`src/stereo_tilt_equalizer_unit_macros.svh`:
```
// Assertion macros shared by the equalizer RTL.
`ifndef STEREO_TILT_EQUALIZER_UNIT_MACROS_SVH
`define STEREO_TILT_EQUALIZER_UNIT_MACROS_SVH

// Consequent checked in the same cycle as the antecedent.
`define STEQ_ASSERT_NOW(lbl, clk, rst, ante, cons, msg) \
   lbl: assert property (@(posedge clk) disable iff (rst) (ante) |-> (cons)) \
      else $error(msg);

// Consequent checked in the cycle after the antecedent.
`define STEQ_ASSERT_NEXT(lbl, clk, rst, ante, cons, msg) \
   lbl: assert property (@(posedge clk) disable iff (rst) (ante) |=> (cons)) \
      else $error(msg);

`endif

```
`src/steq_pkg.sv`:
```
// Shared types, constants and microcode ROM of the tilt equalizer.
`default_nettype none
package steq_pkg;

   localparam int SAMPLE_BITS    = 24;
   localparam int COEF_FRAC_BITS = 16;
   localparam int COEF_BITS      = 18;
   localparam int GAIN_BITS      = 21;
   localparam int STATE_BITS     = 32;

   localparam int DIFF_BITS  = STATE_BITS + 1;
   localparam int Y_BITS     = COEF_BITS + DIFF_BITS + 2 - COEF_FRAC_BITS;
   localparam int MUL_A_BITS = GAIN_BITS + 1;
   localparam int MUL_B_BITS = (Y_BITS > DIFF_BITS) ? Y_BITS : DIFF_BITS;
   localparam int PROD_BITS  = MUL_A_BITS + MUL_B_BITS;
   localparam int ACC_BITS   = PROD_BITS + 1;
   localparam int RND_BITS   = ACC_BITS - COEF_FRAC_BITS;

   localparam int CSR_ADDR_BITS = 3;
   localparam int CSR_DATA_BITS = GAIN_BITS;

   localparam int UCODE_DEPTH = 12;
   localparam int PC_BITS     = $clog2(UCODE_DEPTH);

   typedef logic signed [SAMPLE_BITS-1:0]   sample_type;
   typedef logic signed [COEF_BITS-1:0]     coef_type;
   typedef logic        [GAIN_BITS-1:0]     gain_type;
   typedef logic signed [STATE_BITS-1:0]    state_type;
   typedef logic        [CSR_ADDR_BITS-1:0] csr_addr_type;
   typedef logic        [CSR_DATA_BITS-1:0] csr_data_type;
   typedef logic        [PC_BITS-1:0]       pc_type;

   localparam gain_type UNITY_GAIN = gain_type'(1 << COEF_FRAC_BITS);
   localparam pc_type   PC_ENTRY   = '0;

   typedef enum logic [CSR_ADDR_BITS-1:0] {
      CSR_MONO_MODE     = 3'd0,
      CSR_FEED_COEF     = 3'd1,
      CSR_FEEDBACK_COEF = 3'd2,
      CSR_LOW_GAIN      = 3'd3,
      CSR_HIGH_GAIN     = 3'd4,
      CSR_OUTPUT_GAIN   = 3'd5
   } csr_index_type;

   typedef struct packed {
      logic     mono_mode;
      coef_type feed_coef;
      coef_type feedback_coef;
      coef_type low_gain;
      coef_type high_gain;
      gain_type output_gain;
   } cfg_type;

   typedef enum logic [2:0] {A_FEED, A_FBACK, A_LOW, A_HIGH, A_OUT} mul_a_sel_type;
   typedef enum logic [1:0] {B_X, B_LP, B_DIFF, B_Y} mul_b_sel_type;
   typedef enum logic [1:0] {ACC_HOLD, ACC_LOAD, ACC_ADD} acc_op_type;
   typedef enum logic [1:0] {WR_NONE, WR_LP, WR_Y, WR_OUT} wr_op_type;
   typedef enum logic [1:0] {JMP_NEXT, JMP_CHAN, JMP_EMIT} jmp_type;

   typedef struct packed {
      logic          mul_en;
      mul_a_sel_type a_sel;
      mul_b_sel_type b_sel;
      acc_op_type    acc_op;
      wr_op_type     wr_op;
      jmp_type       jmp;
   } uword_type;

   typedef struct packed {
      logic          mul_en;
      mul_a_sel_type a_sel;
      mul_b_sel_type b_sel;
      acc_op_type    acc_op;
      wr_op_type     wr_op;
      logic          chan;
   } ctrl_type;

   typedef struct packed {
      logic busy;
      logic chan;
      logic emit;
   } seq_status_type;

   typedef struct packed {
      sample_type left;
      sample_type right;
      logic       clip;
   } result_type;

   function automatic uword_type uw(logic mul_en, mul_a_sel_type a_sel,
                                    mul_b_sel_type b_sel, acc_op_type acc_op,
                                    wr_op_type wr_op, jmp_type jmp);
      uword_type w;
      w.mul_en = mul_en;
      w.a_sel  = a_sel;
      w.b_sel  = b_sel;
      w.acc_op = acc_op;
      w.wr_op  = wr_op;
      w.jmp    = jmp;
      return w;
   endfunction

   // One channel pass is steps 0..10; the jump at 10 reruns it for the right channel.
   function automatic uword_type ucode_rom(pc_type pc);
      uword_type w;
      w = uw(1'b0, A_FEED, B_X, ACC_HOLD, WR_NONE, JMP_NEXT);
      case (pc)
         0:  w = uw(1'b1, A_FEED,  B_X,    ACC_HOLD, WR_NONE, JMP_NEXT);
         1:  w = uw(1'b1, A_FBACK, B_LP,   ACC_LOAD, WR_NONE, JMP_NEXT);
         2:  w = uw(1'b0, A_FEED,  B_X,    ACC_ADD,  WR_NONE, JMP_NEXT);
         3:  w = uw(1'b0, A_FEED,  B_X,    ACC_HOLD, WR_LP,   JMP_NEXT);
         4:  w = uw(1'b1, A_LOW,   B_LP,   ACC_HOLD, WR_NONE, JMP_NEXT);
         5:  w = uw(1'b1, A_HIGH,  B_DIFF, ACC_LOAD, WR_NONE, JMP_NEXT);
         6:  w = uw(1'b0, A_FEED,  B_X,    ACC_ADD,  WR_NONE, JMP_NEXT);
         7:  w = uw(1'b0, A_FEED,  B_X,    ACC_HOLD, WR_Y,    JMP_NEXT);
         8:  w = uw(1'b1, A_OUT,   B_Y,    ACC_HOLD, WR_NONE, JMP_NEXT);
         9:  w = uw(1'b0, A_FEED,  B_X,    ACC_LOAD, WR_NONE, JMP_NEXT);
         10: w = uw(1'b0, A_FEED,  B_X,    ACC_HOLD, WR_OUT,  JMP_CHAN);
         11: w = uw(1'b0, A_FEED,  B_X,    ACC_HOLD, WR_NONE, JMP_EMIT);
         default: w = uw(1'b0, A_FEED, B_X, ACC_HOLD, WR_NONE, JMP_EMIT);
      endcase
      return w;
   endfunction

endpackage
`default_nettype wire

```
`src/steq_channels.sv`:
```
// Handshake channel interfaces: sample input, result output, register writes.
`default_nettype none
interface steq_req_if;
   import steq_pkg::*;
   logic       valid;
   logic       ready;
   sample_type left_sample;
   sample_type right_sample;
   modport source (output valid, output left_sample, output right_sample, input ready);
   modport sink   (input valid, input left_sample, input right_sample, output ready);
endinterface

interface steq_rsp_if;
   import steq_pkg::*;
   logic       valid;
   logic       ready;
   sample_type left_result;
   sample_type right_result;
   logic       clipped;
   modport source (output valid, output left_result, output right_result,
                   output clipped, input ready);
   modport sink   (input valid, input left_result, input right_result,
                   input clipped, output ready);
endinterface

interface steq_csr_if;
   import steq_pkg::*;
   logic         valid;
   logic         ready;
   csr_addr_type index;
   csr_data_type data;
   modport source (output valid, output index, output data, input ready);
   modport sink   (input valid, input index, input data, output ready);
endinterface
`default_nettype wire

```
`src/steq_csr.sv`:
```
// Configuration register file.
`default_nettype none
module steq_csr (
   input  wire logic          clock,
   input  wire logic          reset,
   steq_csr_if.sink           csr_chan,
   output steq_pkg::cfg_type  cfg
);
   import steq_pkg::*;

   cfg_type cfg_ff, cfg_in;

   assign csr_chan.ready = 1'b1;
   assign cfg = cfg_ff;

   always_comb begin
      cfg_in = cfg_ff;
      if (csr_chan.valid) begin
         unique case (csr_chan.index)
            CSR_MONO_MODE:     cfg_in.mono_mode     = csr_chan.data[0];
            CSR_FEED_COEF:     cfg_in.feed_coef     = csr_chan.data[COEF_BITS-1:0];
            CSR_FEEDBACK_COEF: cfg_in.feedback_coef = csr_chan.data[COEF_BITS-1:0];
            CSR_LOW_GAIN:      cfg_in.low_gain      = csr_chan.data[COEF_BITS-1:0];
            CSR_HIGH_GAIN:     cfg_in.high_gain     = csr_chan.data[COEF_BITS-1:0];
            CSR_OUTPUT_GAIN:   cfg_in.output_gain   = csr_chan.data[GAIN_BITS-1:0];
            default: ;
         endcase
      end
   end

   always_ff @(posedge clock) begin
      if (reset) begin
         cfg_ff.mono_mode     <= 1'b0;
         cfg_ff.feed_coef     <= '0;
         cfg_ff.feedback_coef <= '0;
         cfg_ff.low_gain      <= '0;
         cfg_ff.high_gain     <= '0;
         cfg_ff.output_gain   <= UNITY_GAIN;
      end else begin
         cfg_ff <= cfg_in;
      end
   end

endmodule
`default_nettype wire

```
`src/steq_sequencer.sv`:
```
// Microcode sequencer: step counter, channel select and jump logic.
`default_nettype none
module steq_sequencer (
   input  wire logic                clock,
   input  wire logic                reset,
   input  wire logic                start,
   input  wire logic                mono,
   input  wire logic                out_free,
   output steq_pkg::ctrl_type       ctrl,
   output steq_pkg::seq_status_type status
);
   import steq_pkg::*;

   logic      busy_ff, busy_in;
   logic      chan_ff, chan_in;
   pc_type    pc_ff, pc_in;
   uword_type word;
   logic      emit;

   always_comb begin
      word    = ucode_rom(pc_ff);
      busy_in = busy_ff;
      chan_in = chan_ff;
      pc_in   = pc_ff;
      emit    = 1'b0;
      if (busy_ff) begin
         unique case (word.jmp)
            JMP_NEXT: pc_in = pc_ff + 1'b1;
            JMP_CHAN: begin
               if (!mono && !chan_ff) begin
                  pc_in   = PC_ENTRY;
                  chan_in = 1'b1;
               end else begin
                  pc_in = pc_ff + 1'b1;
               end
            end
            JMP_EMIT: begin
               // hold here until the output register can take the result
               if (out_free) begin
                  emit    = 1'b1;
                  busy_in = 1'b0;
                  pc_in   = PC_ENTRY;
               end
            end
            default: pc_in = PC_ENTRY;
         endcase
      end else if (start) begin
         busy_in = 1'b1;
         chan_in = 1'b0;
         pc_in   = PC_ENTRY;
      end
   end

   always_comb begin
      ctrl.mul_en = busy_ff & word.mul_en;
      ctrl.a_sel  = word.a_sel;
      ctrl.b_sel  = word.b_sel;
      ctrl.acc_op = busy_ff ? word.acc_op : ACC_HOLD;
      ctrl.wr_op  = busy_ff ? word.wr_op : WR_NONE;
      ctrl.chan   = chan_ff;
      status.busy = busy_ff;
      status.chan = chan_ff;
      status.emit = emit;
   end

   always_ff @(posedge clock) begin
      if (reset) begin
         busy_ff <= 1'b0;
         chan_ff <= 1'b0;
         pc_ff   <= PC_ENTRY;
      end else begin
         busy_ff <= busy_in;
         chan_ff <= chan_in;
         pc_ff   <= pc_in;
      end
   end

endmodule
`default_nettype wire

```
`src/steq_datapath.sv`:
```
// Shared multiply-accumulate datapath with filter state and result registers.
`default_nettype none
module steq_datapath (
   input  wire logic               clock,
   input  wire logic               reset,
   input  wire logic               start,
   input  steq_pkg::sample_type    left_sample,
   input  steq_pkg::sample_type    right_sample,
   input  steq_pkg::cfg_type       cfg,
   input  steq_pkg::ctrl_type      ctrl,
   output steq_pkg::result_type    result
);
   import steq_pkg::*;

   localparam logic signed [ACC_BITS-1:0] RND_HALF =
      {{(ACC_BITS-COEF_FRAC_BITS){1'b0}}, 1'b1, {(COEF_FRAC_BITS-1){1'b0}}};
   localparam logic signed [RND_BITS-1:0] LP_HI  = RND_BITS'({1'b0, {(STATE_BITS-1){1'b1}}});
   localparam logic signed [RND_BITS-1:0] LP_LO  = ~LP_HI;
   localparam logic signed [RND_BITS-1:0] OUT_HI = RND_BITS'({1'b0, {(SAMPLE_BITS-1){1'b1}}});
   localparam logic signed [RND_BITS-1:0] OUT_LO = ~OUT_HI;

   sample_type                   x_ff [2];
   state_type                    lp_ff [2];
   logic signed [PROD_BITS-1:0]  prod_ff;
   logic signed [ACC_BITS-1:0]   acc_ff, acc_in;
   logic signed [Y_BITS-1:0]     y_ff;
   sample_type                   resl_ff, resr_ff;
   logic                         clip_ff;

   sample_type                   x_cur, avg;
   state_type                    lp_cur, lp_sat;
   logic signed [SAMPLE_BITS:0]  pair_sum;
   logic signed [DIFF_BITS-1:0]  diff;
   logic signed [MUL_A_BITS-1:0] mul_a;
   logic signed [MUL_B_BITS-1:0] mul_b;
   logic signed [PROD_BITS-1:0]  prod_in;
   logic signed [ACC_BITS-1:0]   rnd_full;
   logic signed [RND_BITS-1:0]   rnd;
   sample_type                   out_sat;
   logic                         out_hit;

   assign pair_sum = (SAMPLE_BITS+1)'(left_sample) + (SAMPLE_BITS+1)'(right_sample);
   assign avg      = pair_sum[SAMPLE_BITS:1];
   assign x_cur    = x_ff[ctrl.chan];
   assign lp_cur   = lp_ff[ctrl.chan];
   assign diff     = DIFF_BITS'(x_cur) - DIFF_BITS'(lp_cur);

   always_comb begin
      unique case (ctrl.a_sel)
         A_FEED:  mul_a = MUL_A_BITS'(cfg.feed_coef);
         A_FBACK: mul_a = MUL_A_BITS'(cfg.feedback_coef);
         A_LOW:   mul_a = MUL_A_BITS'(cfg.low_gain);
         A_HIGH:  mul_a = MUL_A_BITS'(cfg.high_gain);
         A_OUT:   mul_a = {1'b0, cfg.output_gain};
         default: mul_a = '0;
      endcase
      unique case (ctrl.b_sel)
         B_X:     mul_b = MUL_B_BITS'(x_cur);
         B_LP:    mul_b = MUL_B_BITS'(lp_cur);
         B_DIFF:  mul_b = MUL_B_BITS'(diff);
         B_Y:     mul_b = MUL_B_BITS'(y_ff);
         default: mul_b = '0;
      endcase
   end

   assign prod_in = mul_a * mul_b;

   always_comb begin
      case (ctrl.acc_op)
         ACC_LOAD: acc_in = ACC_BITS'(prod_ff);
         ACC_ADD:  acc_in = acc_ff + ACC_BITS'(prod_ff);
         default:  acc_in = acc_ff;
      endcase
   end

   // round half up, then floor by the fraction width
   assign rnd_full = acc_ff + RND_HALF;
   assign rnd      = rnd_full[ACC_BITS-1:COEF_FRAC_BITS];

   always_comb begin
      if (rnd > LP_HI) begin
         lp_sat = {1'b0, {(STATE_BITS-1){1'b1}}};
      end else if (rnd < LP_LO) begin
         lp_sat = {1'b1, {(STATE_BITS-1){1'b0}}};
      end else begin
         lp_sat = rnd[STATE_BITS-1:0];
      end
      out_hit = 1'b1;
      if (rnd > OUT_HI) begin
         out_sat = {1'b0, {(SAMPLE_BITS-1){1'b1}}};
      end else if (rnd < OUT_LO) begin
         out_sat = {1'b1, {(SAMPLE_BITS-1){1'b0}}};
      end else begin
         out_sat = rnd[SAMPLE_BITS-1:0];
         out_hit = 1'b0;
      end
   end

   always_ff @(posedge clock) begin
      if (reset) begin
         lp_ff[0] <= '0;
         lp_ff[1] <= '0;
      end else if (ctrl.wr_op == WR_LP) begin
         lp_ff[ctrl.chan] <= lp_sat;
      end
   end

   always_ff @(posedge clock) begin
      if (start) begin
         x_ff[0] <= cfg.mono_mode ? avg : left_sample;
         x_ff[1] <= right_sample;
         clip_ff <= 1'b0;
      end else if (ctrl.wr_op == WR_OUT) begin
         clip_ff <= clip_ff | out_hit;
      end
      if (ctrl.mul_en) begin
         prod_ff <= prod_in;
      end
      acc_ff <= acc_in;
      if (ctrl.wr_op == WR_Y) begin
         y_ff <= Y_BITS'(x_cur) + Y_BITS'(rnd);
      end
      if (ctrl.wr_op == WR_OUT) begin
         if (ctrl.chan) begin
            resr_ff <= out_sat;
         end else begin
            resl_ff <= out_sat;
         end
      end
   end

   assign result.left  = resl_ff;
   assign result.right = cfg.mono_mode ? resl_ff : resr_ff;
   assign result.clip  = clip_ff;

endmodule
`default_nettype wire

```
`src/stereo_tilt_equalizer_unit.sv`:
```
// Top level of the stereo tilt equalizer.
//
//   channel   dir  payload                                   transfer when
//   req_chan  in   left_sample, right_sample                 valid & ready
//   rsp_chan  out  left_result, right_result, clipped        valid & ready
//   csr_chan  in   index, data                               valid & ready (ready tied high)
//
// Items are processed one at a time on the single shared multiplier: 11 microcode
// steps per channel (one channel in mono mode), one emit step and the idle state in
// which the next item is taken; no new item is taken while the sequencer is busy.
// Reset clears the filter state and loads the register reset values; no clearing pass.
// A finished result sits in the output register while the next item is taken; a
// result that cannot leave stalls the sequencer on its emit step.
`default_nettype none
`include "stereo_tilt_equalizer_unit_macros.svh"
module stereo_tilt_equalizer_unit (
   input  wire logic   clock,
   input  wire logic   reset,
   steq_req_if.sink    req_chan,
   steq_rsp_if.source  rsp_chan,
   steq_csr_if.sink    csr_chan
);
   import steq_pkg::*;

   cfg_type        cfg;
   ctrl_type       ctrl;
   seq_status_type status;
   result_type     result;
   logic           start;
   logic           out_free;

   logic           rsp_valid_ff, rsp_valid_in;
   sample_type     rsp_left_ff, rsp_right_ff;
   logic           rsp_clip_ff;

   assign req_chan.ready = !status.busy;
   assign start          = req_chan.valid & req_chan.ready;
   assign out_free       = !rsp_valid_ff || rsp_chan.ready;

   steq_csr u_csr (
      .clock    (clock),
      .reset    (reset),
      .csr_chan (csr_chan),
      .cfg      (cfg)
   );

   steq_sequencer u_seq (
      .clock    (clock),
      .reset    (reset),
      .start    (start),
      .mono     (cfg.mono_mode),
      .out_free (out_free),
      .ctrl     (ctrl),
      .status   (status)
   );

   steq_datapath u_dp (
      .clock        (clock),
      .reset        (reset),
      .start        (start),
      .left_sample  (req_chan.left_sample),
      .right_sample (req_chan.right_sample),
      .cfg          (cfg),
      .ctrl         (ctrl),
      .result       (result)
   );

   always_comb begin
      rsp_valid_in = rsp_valid_ff;
      if (status.emit) begin
         rsp_valid_in = 1'b1;
      end else if (rsp_chan.ready) begin
         rsp_valid_in = 1'b0;
      end
   end

   always_ff @(posedge clock) begin
      if (reset) begin
         rsp_valid_ff <= 1'b0;
      end else begin
         rsp_valid_ff <= rsp_valid_in;
      end
   end

   always_ff @(posedge clock) begin
      if (status.emit) begin
         rsp_left_ff  <= result.left;
         rsp_right_ff <= result.right;
         rsp_clip_ff  <= result.clip;
      end
   end

   assign rsp_chan.valid        = rsp_valid_ff;
   assign rsp_chan.left_result  = rsp_left_ff;
   assign rsp_chan.right_result = rsp_right_ff;
   assign rsp_chan.clipped      = rsp_clip_ff;

   `STEQ_ASSERT_NEXT(a_start_busy, clock, reset, start, status.busy, "item taken but sequencer idle")
   `STEQ_ASSERT_NOW(a_emit_free, clock, reset, status.emit, out_free, "result emitted over a pending one")
   `STEQ_ASSERT_NEXT(a_emit_valid, clock, reset, status.emit, rsp_valid_ff, "emitted result not presented")

endmodule
`default_nettype wire
```
`src/flat_wrapper.sv`:
```
// flat-port wrapper written by rule: the top's interface ports become plain ports
module stereo_tilt_equalizer_unit_flat import steq_pkg::*;
  (clock, reset, req_chan_valid, req_chan_left_sample, req_chan_right_sample, req_chan_ready, rsp_chan_valid, rsp_chan_left_result, rsp_chan_right_result, rsp_chan_clipped, rsp_chan_ready, csr_chan_valid, csr_chan_index, csr_chan_data, csr_chan_ready);
  steq_req_if req_chan_i ();
  steq_rsp_if rsp_chan_i ();
  steq_csr_if csr_chan_i ();
  input  wire logic clock;
  input  wire logic reset;
  input wire logic [$bits(req_chan_i.valid)-1:0] req_chan_valid;
  input wire logic [$bits(req_chan_i.left_sample)-1:0] req_chan_left_sample;
  input wire logic [$bits(req_chan_i.right_sample)-1:0] req_chan_right_sample;
  output wire logic [$bits(req_chan_i.ready)-1:0] req_chan_ready;
  output wire logic [$bits(rsp_chan_i.valid)-1:0] rsp_chan_valid;
  output wire logic [$bits(rsp_chan_i.left_result)-1:0] rsp_chan_left_result;
  output wire logic [$bits(rsp_chan_i.right_result)-1:0] rsp_chan_right_result;
  output wire logic [$bits(rsp_chan_i.clipped)-1:0] rsp_chan_clipped;
  input wire logic [$bits(rsp_chan_i.ready)-1:0] rsp_chan_ready;
  input wire logic [$bits(csr_chan_i.valid)-1:0] csr_chan_valid;
  input wire logic [$bits(csr_chan_i.index)-1:0] csr_chan_index;
  input wire logic [$bits(csr_chan_i.data)-1:0] csr_chan_data;
  output wire logic [$bits(csr_chan_i.ready)-1:0] csr_chan_ready;
  assign req_chan_i.valid = req_chan_valid;
  assign req_chan_i.left_sample = req_chan_left_sample;
  assign req_chan_i.right_sample = req_chan_right_sample;
  assign req_chan_ready = req_chan_i.ready;
  assign rsp_chan_valid = rsp_chan_i.valid;
  assign rsp_chan_left_result = rsp_chan_i.left_result;
  assign rsp_chan_right_result = rsp_chan_i.right_result;
  assign rsp_chan_clipped = rsp_chan_i.clipped;
  assign rsp_chan_i.ready = rsp_chan_ready;
  assign csr_chan_i.valid = csr_chan_valid;
  assign csr_chan_i.index = csr_chan_index;
  assign csr_chan_i.data = csr_chan_data;
  assign csr_chan_ready = csr_chan_i.ready;
  stereo_tilt_equalizer_unit u_core (.clock(clock), .reset(reset), .req_chan(req_chan_i), .rsp_chan(rsp_chan_i), .csr_chan(csr_chan_i));
endmodule
```
`config.mk`:
```
export PLATFORM = sky130hd
export DESIGN_NAME = stereo_tilt_equalizer_unit_flat
export DESIGN_NICKNAME = d
export VERILOG_FILES = /design/src/steq_pkg.sv /design/src/steq_channels.sv /design/src/steq_csr.sv /design/src/steq_sequencer.sv /design/src/steq_datapath.sv /design/src/stereo_tilt_equalizer_unit.sv /design/src/flat_wrapper.sv
export VERILOG_INCLUDE_DIRS = /design/src /design/src/src
export SDC_FILE = /design/constraint.sdc
export NUM_CORES = 2
export LEC_CHECK = 0
export BUFFER_PORTS_ARGS = -buffer_cell sky130_fd_sc_hd__buf_2
export CAP_MARGIN = 20
export CORE_ASPECT_RATIO = 1.5
export CORE_MARGIN = 2
export CORE_UTILIZATION = 59
export DETAILED_ROUTE_END_ITERATION = 16
export PLACE_DENSITY = 0.79
export RECOVER_POWER = 25
export SLEW_MARGIN = 20
export SYNTH_ARGS = -nofsm -noshare
export SYNTH_HDL_FRONTEND = slang
export SYNTH_SLANG_ARGS = --single-unit
```
`constraint.sdc`:
```
create_clock -name clock -period 10.37 [get_ports clock]
set_input_delay 1.5555 -clock clock [delete_from_list [all_inputs] [get_ports clock]]
set_output_delay 1.5555 -clock clock [all_outputs]
set_load 0.1 [all_outputs]
```
**Word-level counts from Yosys, hierarchy flattened**

Memories as Yosys holds them, arrays and structs flattened. A register that Yosys moved wholly into a read port is not among the register bits.
Cells that the tools add are included.

- Register bits after elaboration: 355
- Bits in latches: 0
- Bits in writable memories: 112
- Bits in read-only memories: 192
- Bits of input ports: 77
- Output and inout port bits: 52
- Word-level logic and storage cells: 129
- Memories kept: 3

Memory list:

| memory | words | bits a word | rd ports | clocked after memory_dff | write ports | RTL line | text |
|---|---|---|---|---|---|---|---|
| (no name shown) | 16 | 12 | 1 | 1 | 0 | steq_pkg.sv:107 | `case (pc)` |
| u_core.u_dp.lp_ff | 2 | 32 | 1 | 1 | 2 | steq_datapath.sv:23 | `state_type lp_ff [2];` |
| u_core.u_dp.x_ff | 2 | 24 | 1 | 1 | 2 | steq_datapath.sv:22 | `sample_type x_ff [2];` |

- $add $sub $neg: 6
- Multipliers: 1
- Divide/modulo/power cells: 0
- Order comparisons: 4
- Equal/unequal tests: 22
- Shift operators: 0
- Mux-type cells: 46
- Bitwise gates (word level): 4
- Reduce and logical (&&, ||, !) cells: 24

Operators by type and width:

| operator | count |
|---|---|
| $pmux 37 s4 | 1 |
| $pmux 60 s2 | 1 |
| $pmux 22 s5 | 1 |
| $mux 24 | 4 |
| $mux 32 | 3 |
| $add 60x17->60 const B | 1 |
| $add 60x59->60 | 1 |
| $mul 22x37->59 | 1 |
| $gt 44x24->1 const B | 1 |
| $gt 44x32->1 const B | 1 |
| $lt 44x24->1 const B | 1 |
| $lt 44x32->1 const B | 1 |
| $add 24x37->37 | 1 |
| $sub 24x32->33 | 1 |
| $reduce_or 32->1 | 1 |
| $mux 1 | 27 |
| $add 24x24->25 | 1 |
| $mux 4 | 6 |
| $reduce_and 2->1 | 9 |
| $eq 2x2->1 const B | 6 |
| $eq 3x2->1 const B | 4 |
| $pmux 4 s3 | 1 |
| $eq 3x3->1 const B | 3 |
| $eq 2x1->1 const B | 4 |
| 15 further kinds | 26 |

**Depth between registers and ports, before layout**

- Depth after elaboration: 7
- Mapped depth: 45

**Modules after synthesis**

Synthesis repeated with hierarchy kept, for this count alone.

- Cells, all modules: 5,875
- Area total of the unflattened synthesis: 56,716.9 um^2

Modules (own cells, without submodules):

| module | times used | cells an instance | area each (um^2) | sequential area each (um^2) |
|---|---|---|---|---|
| steq_datapath | 1 | 5,373 | 50,413.4 | 9,509.1 |
| steq_csr | 1 | 339 | 3,828.7 | 1,881.8 |
| stereo_tilt_equalizer_unit | 1 | 55 | 1,527.7 | 1,491.4 |
| steq_sequencer | 1 | 108 | 947.2 | 360.3 |

**Worst setup path before layout**

Ideal clock, no wire load.

- Path kind: register -> register
- From: register with a tool-made name
- To: register u_core.u_dp.prod_ff[58], data pin
- Arrival: 10.770 ns
- Setup slack: -0.660 ns
- Stages on the path, launching flop included: 43
- Path buffers: 5
- Cells stage by stage: dfxtp_1 -> clkbuf_1 -> buf_2 -> buf_1 -> mux2_2 -> ha_1 -> fa_1 -> nor2b_1 -> o21ai_1 -> a21oi_1 -> o31a_1 -> o2111ai_1 -> a21oi_1 -> nor3_1 -> a211oi_1 -> xnor2_1 -> a221oi_1 -> clkbuf_1 -> (+7 left out) -> fa_1 -> fa_1 -> fa_1 -> inv_1 -> fa_1 -> inv_1 -> ha_1 -> clkbuf_1 -> nand4_1 -> or3_1 -> o22ai_1 -> nor3_2 -> o41ai_1 -> a211oi_1 -> o21ai_1 -> a21o_1 -> a21oi_1 -> xnor2_1

RTL lines:

| element | RTL line | text |
|---|---|---|
| end signal, assigned | steq_datapath.sv:117 | `prod_ff <= prod_in;` |
| end, declared | steq_datapath.sv:24 | `logic signed [PROD_BITS-1:0] prod_ff;` |

==> flow_summary_export.csv <==
group,metric,value,unit
status,outcome,"finished, violations left",
status,violations,"setup timing",
finish,synthToLayoutAreaGrowth,15.63,%
grt,grt_pass1_vias,48050,
synthesis,synth_cell_types,99,
sta,hold_ws,0.4432,ns
power,power_switching,2.501,mW
finish,nets,7525,
floorplan,io_pins,129,
sta,finalCriticalPeriod,10.44,ns
setup_path,crit_type,"reg2reg",
power,power_frac_seq,0.327,
grt,grt_max_degree,102,
synthesis,synth_area,55690,um2
setup_path,critPathArrivalTime,10.82,ns
clock_tree,ctsRootBufferMaster,"clkbuf_16",
synthesis,yosysTopAreaCell,"fa_1",
floorplan,die_y,380.3,um
min_path,worstHoldPathType,"reg2reg",
power,p_total,6.914,mW
setup_path,cp-start-kind,"flip-flop",
setup_path,r2r-end,"u_core.u_dp.prod_ff[58]$_DFFE_PP_",
min_path,hold_start,"u_core.u_dp.resl_ff[16]$_DFFE_PP_",
power,combPwrFrac,0.393,
synthesis,synthTopCellsByArea,"fa_1 29%, edfxtp_1 20%, ha_1 7.1%",
floorplan,coreArea,93930,um2
detailed_routing,antenna_left,0,
sta,worst_slack,-0.06537,ns
floorplan,die_area,96910,um2
synthesis,syn_nets,7076,
clock_tree,clk_latency,0.66,ns
place,hpwl,138.7,mm
sta,slew_violations,0,
synthesis,yosys-top-cells-count,"969 x inv_1, 857 x nand2_1, 805 x fa_1, 433 x nor2_1, 365 x edfxtp_1",
synthesis,synth_edf_count,365,
sta,clock_skew,0.04133,ns
setup_path,cp_slowest_cell,"mux4_2",
power,ir_drop,123.3,uV
synthesis,yosys_warnings,0,
detailed_routing,drcViolationCount,0,
synthesis,synthArstFlopShare,0,
setup_path,rr_worst_depth,42,
sta,finalSetupViolCount,3,
min_path,hold_path_end,"u_core.rsp_chan.left_result[16]$_DFFE_PP_",
clock_tree,numCtsBuffers,49,
setup_path,path_max_fanout,9,
clock_tree,path_clk_slew,0.06,ns
clock_tree,clk_path_buf_depth,3,
clock_tree,ctsHtreeMaxLevel,2,
synthesis,synth.yosys.seq_area_share,0.2382,
synthesis,post-synth-top-count-cell,"inv_1",
power,p_int,4.414,mW
finish,fill_cells,7225,
sta,slew-limit-headroom,0.2197,
synthesis,synth-seq-cells,480,
power,switching_share,0.3617,
detailed_routing,firstDrtPassIters,6,
clock_tree,cts_tree,"yes",
clock_tree,postCtsHoldBufs,0,
grt,grt_overflow,0,
grt,grt_pass1_wl,268.0,mm
min_path,worstHoldPathCells,0,
synthesis,synth_top_area_share,0.2894,
clock_tree,cts.sinks,480,
synthesis,synthFlopType,"edfxtp_1",
power,pwr-share-clk,0.280,
grt,antenna_found_initial,12,
floorplan,die_x,254.8,um
sta,rsz0062_at_grt,"yes",
power,power_leakage,29.63,nW
floorplan,fp-row-count,138,
floorplan,start_util,0.5928,
setup_path,path_buf_inv,14,
setup_path,worstPathRequired,10.75,ns
grt,grt_usage,0.3677,
setup_path,critPathMaxStageDelay,0.57,ns
finish,drive_gt1_frac,0.1865,
place,place.gp.congestion,0.9962,
detailed_routing,wl_per_cell,23.22,um
synthesis,synth_cells,5876,
detailed_routing,viasPerCell,5.897,
setup_path,end_kind,"flip-flop",
sta,period_share,1.006,
power,p_per_area,107.4,nW/um2
sta,tightest_slew,1.162,ns
setup_path,reg2reg_slack,-0.07,ns
sta,fmax,95.83,MHz
detailed_routing,vias,44989,
setup_path,cp_common_cell,"fa_1",
synthesis,syn_avg_cell_area,9.477,um2
detailed_routing,dr.first_iter.drc_count,3552,
detailed_routing,drt_wl_total,177.1,mm
setup_path,critPathTopFamily,"adder cells",
flow_run,cap_violations,0,
place,io_buffer_count,127,
sta,hold_viol,0,
## layer usage
layer  global-route usage  wire [um]
met1               0.3981      59570
met5                    0         43
met2               0.6361      87800
met3              0.05965      12470
met4               0.2849      17230
## registers in the layout (all words and copies together), names as in the netlist, named ones only
signal / cells
u_core.rsp_chan.clipped: 1
u_core.rsp_chan.left_result: 24
u_core.rsp_chan.right_result: 24
u_core.rsp_chan.valid: 1
u_core.u_csr.cfg: 94
u_core.u_dp.acc_ff: 60
u_core.u_dp.clip_ff: 1
u_core.u_dp.lp_ff: 64
u_core.u_dp.prod_ff: 59
u_core.u_dp.resl_ff: 24
u_core.u_dp.resr_ff: 24
u_core.u_dp.x_ff: 48
u_core.u_dp.y_ff: 37
u_core.u_seq.busy_ff: 1
u_core.u_seq.chan_ff: 1
u_core.u_seq.pc_ff: 4
u_core.u_seq.word: 12
## stage by stage
stage	setup WS, ns	TNS [ns]	instance area (um2)	instances	util
after floorplan	-0.01971	-0.01971	55720	5876	-
after global placement	-0.4390	-3.690	60560	7460	0.6447
after detailed placement	-0.5807	-5.885	60560	7460	0.6447
after CTS	-0.05711	-0.05711	62970	7574	0.6704
after global routing	-0.3247	-2.780	64380	7626	0.6854
final	-0.06537	-0.1158	64390	7629	0.6855
## timing repair
item                       in CTS  in global routing
setup endpoints to repair      19                 26
setup buffers                  20                 52
resized for setup              88                250
cloned                          3                  2
pin swaps                      49                171
hold endpoints to repair        0                  0
## worst max-delay path by stage
stage                                                   end  slack, ns  cells past startpoint
final                     u_core.u_dp.prod_ff[58]$_DFFE_PP_      -0.07                     42
after detailed placement  u_core.u_dp.prod_ff[58]$_DFFE_PP_      -0.58                     43
after CTS                 u_core.u_dp.prod_ff[58]$_DFFE_PP_      -0.06                     43
after floorplan           u_core.u_dp.prod_ff[58]$_DFFE_PP_      -0.02                     40
after global placement    u_core.u_dp.prod_ff[58]$_DFFE_PP_      -0.44                     43
after global routing      u_core.u_dp.prod_ff[58]$_DFFE_PP_      -0.32                     46
## cell usage in the layout (no fill, tap or decap), types with 103 or more instances in the layout
| master | count |
|---|---|
| buf_4 | 473 |
| xnor2_1 | 162 |
| fa_1 | 786 |
| a21oi_1 | 277 |
| nor2_1 | 417 |
| ha_1 | 284 |
| dfxtp_1 | 113 |
| buf_2 | 103 |
| nand2_1 | 834 |
| and2_1 | 142 |
| mux2_2 | 104 |
| edfxtp_1 | 365 |
| inv_1 | 929 |
| a21o_1 | 112 |
| o21ai_0 | 121 |
## kinds of logic (layout without fill, tap and decap cells)
group,Yosys count,after routing,synth area share
multiplexers,186,187,0.03880
flip-flops,480,480,0.2382
AO/OA/AOI/OAI,874,874,0.1018
adder cells (fa/ha/maj),1123,1123,0.3609
buffers and inverters,1232,1720,0.08513
XOR/XNOR,233,233,0.03665
AND/OR/NAND/NOR,1747,1747,0.1386
other,1,5,0.00006734
## area by class of cell
cell class                 instances  area, um2  area share
antenna                            4      10.01   0.0001555
clock buffer                      65       1336     0.02075
clock inverter                    26      382.9    0.005946
inverter                         969       3638     0.05651
multi-input combinational       4165      39110      0.6074
sequential                       480      13270      0.2061
tap                             1260       1577     0.02448
timing repair buffer             660       5070     0.07874
## power groups by stage
| stage | clock network, mW | registers (mW) | logic [mW] |
|---|---|---|---|
| after global placement | 0 | 2.30 | 2.42 |
| after global routing | 2.02 | 2.27 | 2.95 |
| after floorplan | 0 | 2.27 | 1.59 |
| final | 1.94 | 2.26 | 2.72 |
| after detailed placement | 0 | 2.30 | 2.47 |
| after CTS | 1.95 | 2.26 | 2.53 |
Note: power is estimated with default switching activity, not from simulation.
